--- src/rtl/ovs_uart_pkg.sv ---
// shared types and constants for the oversampled 8n1 uart transceiver
// no dependencies
package ovs_uart_pkg;

  localparam int unsigned CfgW       = 8;
  localparam int unsigned ByteW      = 8;
  localparam int unsigned CntW       = 8;
  localparam int unsigned BitsW      = 4;
  localparam int unsigned InDataW    = 16;
  localparam int unsigned OutDataW   = 16;

  localparam logic [CfgW-1:0]  TicksPerBitRst = 8'd3;
  localparam logic [CfgW-1:0]  FirstDelayRst  = 8'd4;
  localparam logic [BitsW-1:0] FrameBits      = 4'd9;

  typedef enum logic [0:0] {
    CfgTicksPerBit      = 1'b0,
    CfgFirstSampleDelay = 1'b1
  } cfg_idx_e;

endpackage

--- src/rtl/oversampled_uart_rx_tx_unit.sv ---
// oversampled 8n1 uart receiver and transmitter, one tick per input item
// depends on ovs_uart_pkg
// an accepted item's result is registered into the output register at the edge that accepts it
// throughput: one item per cycle; the next item is taken while a result waits
// when the downstream side is ready in the same cycle
// reset: asynchronous active low; counters cleared, tx line high, tx idle set,
// registers back to ticks_per_bit 3 and first_sample_delay 4
module oversampled_uart_rx_tx_unit (
  input  logic                                clk_i,
  input  logic                                rst_ni,
  input  logic                                cfg_we_i,
  input  ovs_uart_pkg::cfg_idx_e              cfg_idx_i,
  input  logic [ovs_uart_pkg::CfgW-1:0]       cfg_data_i,
  input  logic                                s_axis_tvalid,
  output logic                                s_axis_tready,
  // rx_level, tx_load, tx_byte[7:0], zero fill
  input  logic [ovs_uart_pkg::InDataW-1:0]    s_axis_tdata,
  output logic                                m_axis_tvalid,
  input  logic                                m_axis_tready,
  // tx_line, rx_done, rx_byte[7:0], tx_idle, zero fill
  output logic [ovs_uart_pkg::OutDataW-1:0]   m_axis_tdata
);
  import ovs_uart_pkg::*;

  logic [CfgW-1:0]     tpb_q, fsd_q;
  logic                rx_active_q, rx_active_d;
  logic [CntW-1:0]     rx_cnt_q, rx_cnt_d;
  logic [BitsW-1:0]    rx_left_q, rx_left_d;
  logic [ByteW-1:0]    rx_shift_q, rx_shift_d;
  logic [ByteW-1:0]    rx_hold_q, rx_hold_d;
  logic                tx_active_q, tx_active_d;
  logic [CntW-1:0]     tx_cnt_q, tx_cnt_d;
  logic [BitsW-1:0]    tx_left_q, tx_left_d;
  logic [ByteW-1:0]    tx_shift_q, tx_shift_d;
  logic [ByteW-1:0]    tx_hold_q, tx_hold_d;
  logic                tx_level_q, tx_level_d;
  logic                tx_idle_q, tx_idle_d;
  logic                rx_done;
  logic                out_valid_q;
  logic [OutDataW-1:0] out_data_q, out_data_d;
  logic                accept;

  logic                in_level, in_load;
  logic [ByteW-1:0]    in_byte;

  assign in_level = s_axis_tdata[0];
  assign in_load  = s_axis_tdata[1];
  assign in_byte  = s_axis_tdata[ByteW+1:2];

  assign s_axis_tready = !out_valid_q || m_axis_tready;
  assign accept        = s_axis_tvalid && s_axis_tready;
  assign m_axis_tvalid = out_valid_q;
  assign m_axis_tdata  = out_data_q;

  always_ff @(posedge clk_i or negedge rst_ni) begin
    if (!rst_ni) begin
      tpb_q <= TicksPerBitRst;
      fsd_q <= FirstDelayRst;
    end else if (cfg_we_i) begin
      case (cfg_idx_i)
        CfgTicksPerBit:      tpb_q <= cfg_data_i;
        CfgFirstSampleDelay: fsd_q <= cfg_data_i;
        default: ;
      endcase
    end
  end

  always_comb begin
    logic [CntW-1:0] rx_dec, tx_dec;
    logic [BitsW-1:0] left_dec;
    rx_active_d = rx_active_q;
    rx_cnt_d    = rx_cnt_q;
    rx_left_d   = rx_left_q;
    rx_shift_d  = rx_shift_q;
    rx_hold_d   = rx_hold_q;
    tx_active_d = tx_active_q;
    tx_left_d   = tx_left_q;
    tx_shift_d  = tx_shift_q;
    tx_hold_d   = tx_hold_q;
    tx_level_d  = tx_level_q;
    tx_idle_d   = tx_idle_q;
    rx_done     = 1'b0;

    // load only while idle
    if (in_load && tx_idle_q) begin
      tx_idle_d   = 1'b0;
      tx_hold_d   = in_byte;
      tx_active_d = 1'b1;
    end

    // receiver
    rx_dec = rx_cnt_q - 1'b1;
    if (rx_active_q) begin
      rx_cnt_d = rx_dec;
      if (rx_dec == '0) begin
        rx_cnt_d  = tpb_q;
        rx_left_d = rx_left_q - 1'b1;
        if (rx_left_d == '0) begin
          rx_hold_d   = rx_shift_q;
          rx_active_d = 1'b0;
          rx_done     = 1'b1;
        end else begin
          rx_shift_d = {in_level, rx_shift_q[ByteW-1:1]};
        end
      end
    end else if (!in_level) begin
      rx_active_d = 1'b1;
      rx_cnt_d    = fsd_q;
      rx_left_d   = FrameBits;
    end

    // transmitter, free-running bit clock
    tx_dec   = tx_cnt_q - 1'b1;
    tx_cnt_d = tx_dec;
    left_dec = tx_left_q - 1'b1;
    if (tx_dec == '0) begin
      tx_cnt_d = tpb_q;
      if (tx_active_d) begin
        if (tx_left_q == '0) begin
          tx_level_d = 1'b0;
          tx_shift_d = tx_hold_d;
          tx_left_d  = FrameBits;
        end else begin
          tx_shift_d = {1'b0, tx_shift_q[ByteW-1:1]};
          tx_left_d  = left_dec;
          if (left_dec == '0) begin
            tx_level_d  = 1'b1;
            tx_active_d = 1'b0;
            tx_idle_d   = 1'b1;
          end else begin
            tx_level_d = tx_shift_q[0];
          end
        end
      end
    end

    out_data_d = {{(OutDataW-ByteW-3){1'b0}}, tx_idle_d, rx_hold_d, rx_done, tx_level_d};
  end

  always_ff @(posedge clk_i or negedge rst_ni) begin
    if (!rst_ni) begin
      rx_active_q <= 1'b0;
      rx_cnt_q    <= '0;
      rx_left_q   <= '0;
      rx_shift_q  <= '0;
      rx_hold_q   <= '0;
      tx_active_q <= 1'b0;
      tx_cnt_q    <= '0;
      tx_left_q   <= '0;
      tx_shift_q  <= '0;
      tx_hold_q   <= '0;
      tx_level_q  <= 1'b1;
      tx_idle_q   <= 1'b1;
    end else if (accept) begin
      rx_active_q <= rx_active_d;
      rx_cnt_q    <= rx_cnt_d;
      rx_left_q   <= rx_left_d;
      rx_shift_q  <= rx_shift_d;
      rx_hold_q   <= rx_hold_d;
      tx_active_q <= tx_active_d;
      tx_cnt_q    <= tx_cnt_d;
      tx_left_q   <= tx_left_d;
      tx_shift_q  <= tx_shift_d;
      tx_hold_q   <= tx_hold_d;
      tx_level_q  <= tx_level_d;
      tx_idle_q   <= tx_idle_d;
    end
  end

  always_ff @(posedge clk_i or negedge rst_ni) begin
    if (!rst_ni) begin
      out_valid_q <= 1'b0;
    end else if (accept) begin
      out_valid_q <= 1'b1;
    end else if (m_axis_tready) begin
      out_valid_q <= 1'b0;
    end
  end

  always_ff @(posedge clk_i) begin
    if (accept) begin
      out_data_q <= out_data_d;
    end
  end

endmodule

--- config.mk ---
export PLATFORM = sky130hd
export DESIGN_NAME = oversampled_uart_rx_tx_unit
export DESIGN_NICKNAME = d
export VERILOG_FILES = /design/src/rtl/ovs_uart_pkg.sv /design/src/rtl/oversampled_uart_rx_tx_unit.sv
export SDC_FILE = /design/constraint.sdc
export NUM_CORES = 1
export LEC_CHECK = 0
export BUFFER_PORTS_ARGS = -buffer_cell sky130_fd_sc_hd__buf_2
export CAP_MARGIN = 0
export CORE_MARGIN = 1
export CORE_UTILIZATION = 53
export CTS_CLUSTER_SIZE = 40
export DETAILED_ROUTE_END_ITERATION = 16
export PLACE_DENSITY = 0.87
export SYNTH_ARGS = -nofsm -noshare
export SYNTH_HDL_FRONTEND = slang
export SYNTH_SLANG_ARGS = --single-unit
--- constraint.sdc ---
create_clock -name clk_i -period 2.31 [get_ports clk_i]
set_input_delay 0.3465 -clock clk_i [delete_from_list [all_inputs] [get_ports clk_i]]
set_output_delay 0.3465 -clock clk_i [all_outputs]
set_load 0.02 [all_outputs]
==> reports/qor.txt <==
Vert. Die Dim - 92.46 um
TritonCTS Sinks - 88
Cell family with most CP delay - simple AND/OR/NAND/NOR gates
Warning count from the yosys run - 0
Number of buffers added on ports - 36
Area taken by flip-flops and latches - 2263 um2
Post-synthesis cell count - 393
Cells on worst reg2reg path - 5
Total Die Area - 8548 um2
Clock tree from TritonCTS - yes
Core region area - 7807 um2
Worst hold path depth - 2
Clock latency on the worst-skew pair - 0.36 ns
Starting DRC count in detailed routing - 284
Pin count of the biggest net entering global routing - 42
Kind of start point of the critical path - register
Sink of the worst hold path - fsd_q[6]
Aggregate global-route resource usage - 23.37%
Area occupied by multi-input gates - 1929 um2
Setup TNS - 0 ns
Maximum clock insertion buffer count - 2
Clock period minus final worst setup slack - 2.225 ns
Routed length per instance - 16.71 um
CTS buffer count - 9
R2r setup slk - 0.09 ns
Switching part of the total - 32.88%
Total cell area at the placement stage - 4715 um2
Cell breakdown of the critical path - nor3_1 -> xor2_1 -> a2111o_1 -> buf_4 -> mux2_2
Start of the worst register-to-register path - tx_cnt_q[2]
Post-synthesis area per instance - 11.03 um2
Met3 global-route usage - 4.187%
GRT overflow - 0
Part of the cycle the worst path needs - 96.31%
Share of flip-flops with an asynchronous set or reset after synthesis - 87.50%
WL final - 9.240 mm
Slowest cell on crit path - nor3_1
Setup WS pre-CTS - 0.04070 ns
Post-synth top area cell - dfrtp_1
Setup violations, final - 0
Most common flop cell mapped by yosys - dfrtp_1
Top achievable clock speed - 0.4495 GHz
Category of the worst setup path capture point - register
Count of unresolved DRC violations after routing - 0
Initial core utilization - 55.54%
Area growth from synthesis to layout - 15.87%
Fraction of the yosys area taken by sequential cells - 52.19%
Worst slew margin relative to its limit - 57.07%
Area share of the largest cell type after synthesis - 41.55%
Crit path setup slack, layout - 0.08534 ns
Post-route ant nets - 0
Routability cong. - 0.8744
# Max-Cap Violations - 0
ANT cells - 0
Utilization after layout - 64.36%
Synth area leaders - dfrtp_1, mux2_2, edfxtp_1, nand2_1, o21ai_0
DPL Wire Length - 6.186 mm
First-pass GRT wire length - 15.41 mm
Lkg Pwr - 2.204 nW
Ranking of synthesized cells by instance count - dfrtp_1, mux2_2, nand2_1
Status - completed
Netlist cell types - 51
Clock network power share - 27.4%
Number of gates on the worst path with buffers counted - 5
Number of pins exceeding their max-slew limit in the final report - 0
Nets - 482
Initial antenna violation count - 0
Crit path max fanout - 19
Share of final-layout standard cells stronger than drive strength 1 - 31.49%
Total vias in the final route - 3237
Final Hold Violating Endpoints - 0
Skew final - 0.01100 ns
Highest-utilization routing layer at the global route stage - met2
Design internal power - 0.003228 W
H-Tree Level Count - 3
Data required, critical path - 2.60 ns
Count of state elements after synthesis - 88
Library cell with the highest instance count after synthesis - dfrtp_1
Vias per Instance - 5.854
Minimum hold slack - 0.2289 ns
Total standard cell area after synthesis - 4337 um2
Reg2reg end - tx_level_q
Cell at the root of the clock tree - clkbuf_8
Switching pwr - 0.001581 W
Post-route cell area - 5025 um2
Power per cell area - 957.1 nW/um2
Delay of the slowest cell on the worst path - 0.48 ns
Flop pwr share - 46.5%
Startpoint-to-endpoint class of the critical path - reg2reg
Number of global-route vias before repair - 3207
Met1 Usage GRT - 30.21%
Std-Cell Rows - 32
Boundary pin count - 48
Arrival time worst endpoint - 2.51 ns
Horizontal die dimension - 92.46 um
EDFF count, synth - 11
HP Class - in2reg
Met2 Resource Use GR - 39.01%
Largest vdd supply drop - 0.5789 mV
Combinational group share of total power - 26.1%
Router iterations before antenna repair - 4
Fill cell instance count of the final layout - 564
Slew at the pin closest to its max-slew limit - 0.6426 ns
Hold Crit Start - cfg_data_i[6]
Clock slew at the register clock pins of the worst setup and hold paths - 0.10 ns
Worst path bufs/invs - 1
[layout make-up]
type	count	area share, %
repair buffers	60	7.968
clock buffers	9	2.465
clock inverters	7	2.540
inverters	14	1.046
flip-flops and latches	88	45.04
well taps	102	2.540
multi-input cells	273	38.40
[cells by family (layout without fill, tap and decap cells)]
| group | count (synthesis) | after routing | synth area share [%] |
|---|---|---|---|
| other | 1 | 5 | 0.08647 |
| multiplexers | 52 | 52 | 14.20 |
| buffers and inverters | 36 | 90 | 4.126 |
| flip-flops | 88 | 88 | 52.19 |
| AND/OR/NAND/NOR | 132 | 132 | 15.75 |
| XOR/XNOR | 10 | 10 | 2.020 |
| AO/OA/AOI/OAI | 68 | 68 | 9.897 |
| adder cells (fa/ha/maj) | 6 | 6 | 1.731 |
[power by group through the flow]
| stage | Combinational [W] | Sequential (W) | Clock (W) |
|---|---|---|---|
| final | 0.00126 | 0.00223 | 0.00132 |
| after global routing | 0.00141 | 0.00227 | 0.00140 |
| after CTS | 0.00121 | 0.00222 | 0.00134 |
| after detailed placement | 0.00119 | 0.00224 | 0 |
| after global placement | 0.00112 | 0.00221 | 0 |
| after floorplan | 0.000890 | 0.00215 | 0 |
[metal layers]
| layer | wire (um) | up-vias |
|---|---|---|
| met5 | 0 | - |
| met4 | 202 | 0 |
| met3 | 526 | 26 |
| met2 | 4664 | 141 |
| met1 | 3846 | 1572 |
| li1 | - | 1498 |
[cell usage in the layout (no fill, tap or decap), types with 6 or more instances in the layout]
cell	count
a31oi_1	8
a21oi_1	15
nand2_1	43
buf_2	36
o21ai_0	28
dfrtp_1	72
mux2_4	8
clkbuf_8	9
buf_4	20
edfxtp_1	11
nor3_1	8
inv_1	14
ha_1	6
mux2_2	44
nand3_1	27
nor2_1	19
[worst reg2reg max path, cell delays in order (launching register included)]
cell	delay, ns
dfrtp_1	0.47
nor3_1	0.48
xor2_1	0.36
a2111o_1	0.23
buf_4	0.24
mux2_2	0.36
[registers in the layout (all words and copies together) (netlist names)]
name           flops
m_axis_tdata      11
fsd_q              8
rx_cnt_q           8
rx_hold_q          8
rx_shift_q         8
tpb_q              8
tx_cnt_q           8
tx_hold_q          8
tx_shift_q         8
rx_left_q          4
tx_left_q          4
m_axis_tvalid      1
rx_active_q        1
tx_active_q        1
tx_idle_q          1
tx_level_q         1
[stage by stage]
stage / cells / total power [W]
detailed placement: 533 / 0.003426
global route: 553 / 0.005082
finish: 553 / 0.004809
floorplan: 397 / 0.003039
global placement: 533 / 0.003336
CTS: 550 / 0.004772
[worst max-delay path by stage]
| stage | start | to | slack [ns] |
|---|---|---|---|
| 2_1_floorplan | rx_cnt_q[0] | rx_hold_q[0] | 0.0004 |
| 3_3_place_gp | rx_cnt_q[0] | rx_shift_q[4] | 0.11 |
| 3_5_place_dp | rx_cnt_q[0] | rx_shift_q[4] | 0.04 |
| 4_1_cts | rx_cnt_q[0] | rx_shift_q[2] | 0.03 |
| 5_1_grt | tx_cnt_q[0] | tx_left_q[2] | -0.02 |
| 6_report | tx_cnt_q[2] | tx_level_q | 0.09 |
[repair_timing]
action | CTS | global route
setup buffers | 0 | 3
gates resized for setup | 0 | 3
endpoints found under the setup margin | 0 | 10
hold buffers | 1 | 0
endpoints found under the hold margin | 20 | 0
No activity file was read; power rests on OpenSTA's default activity.
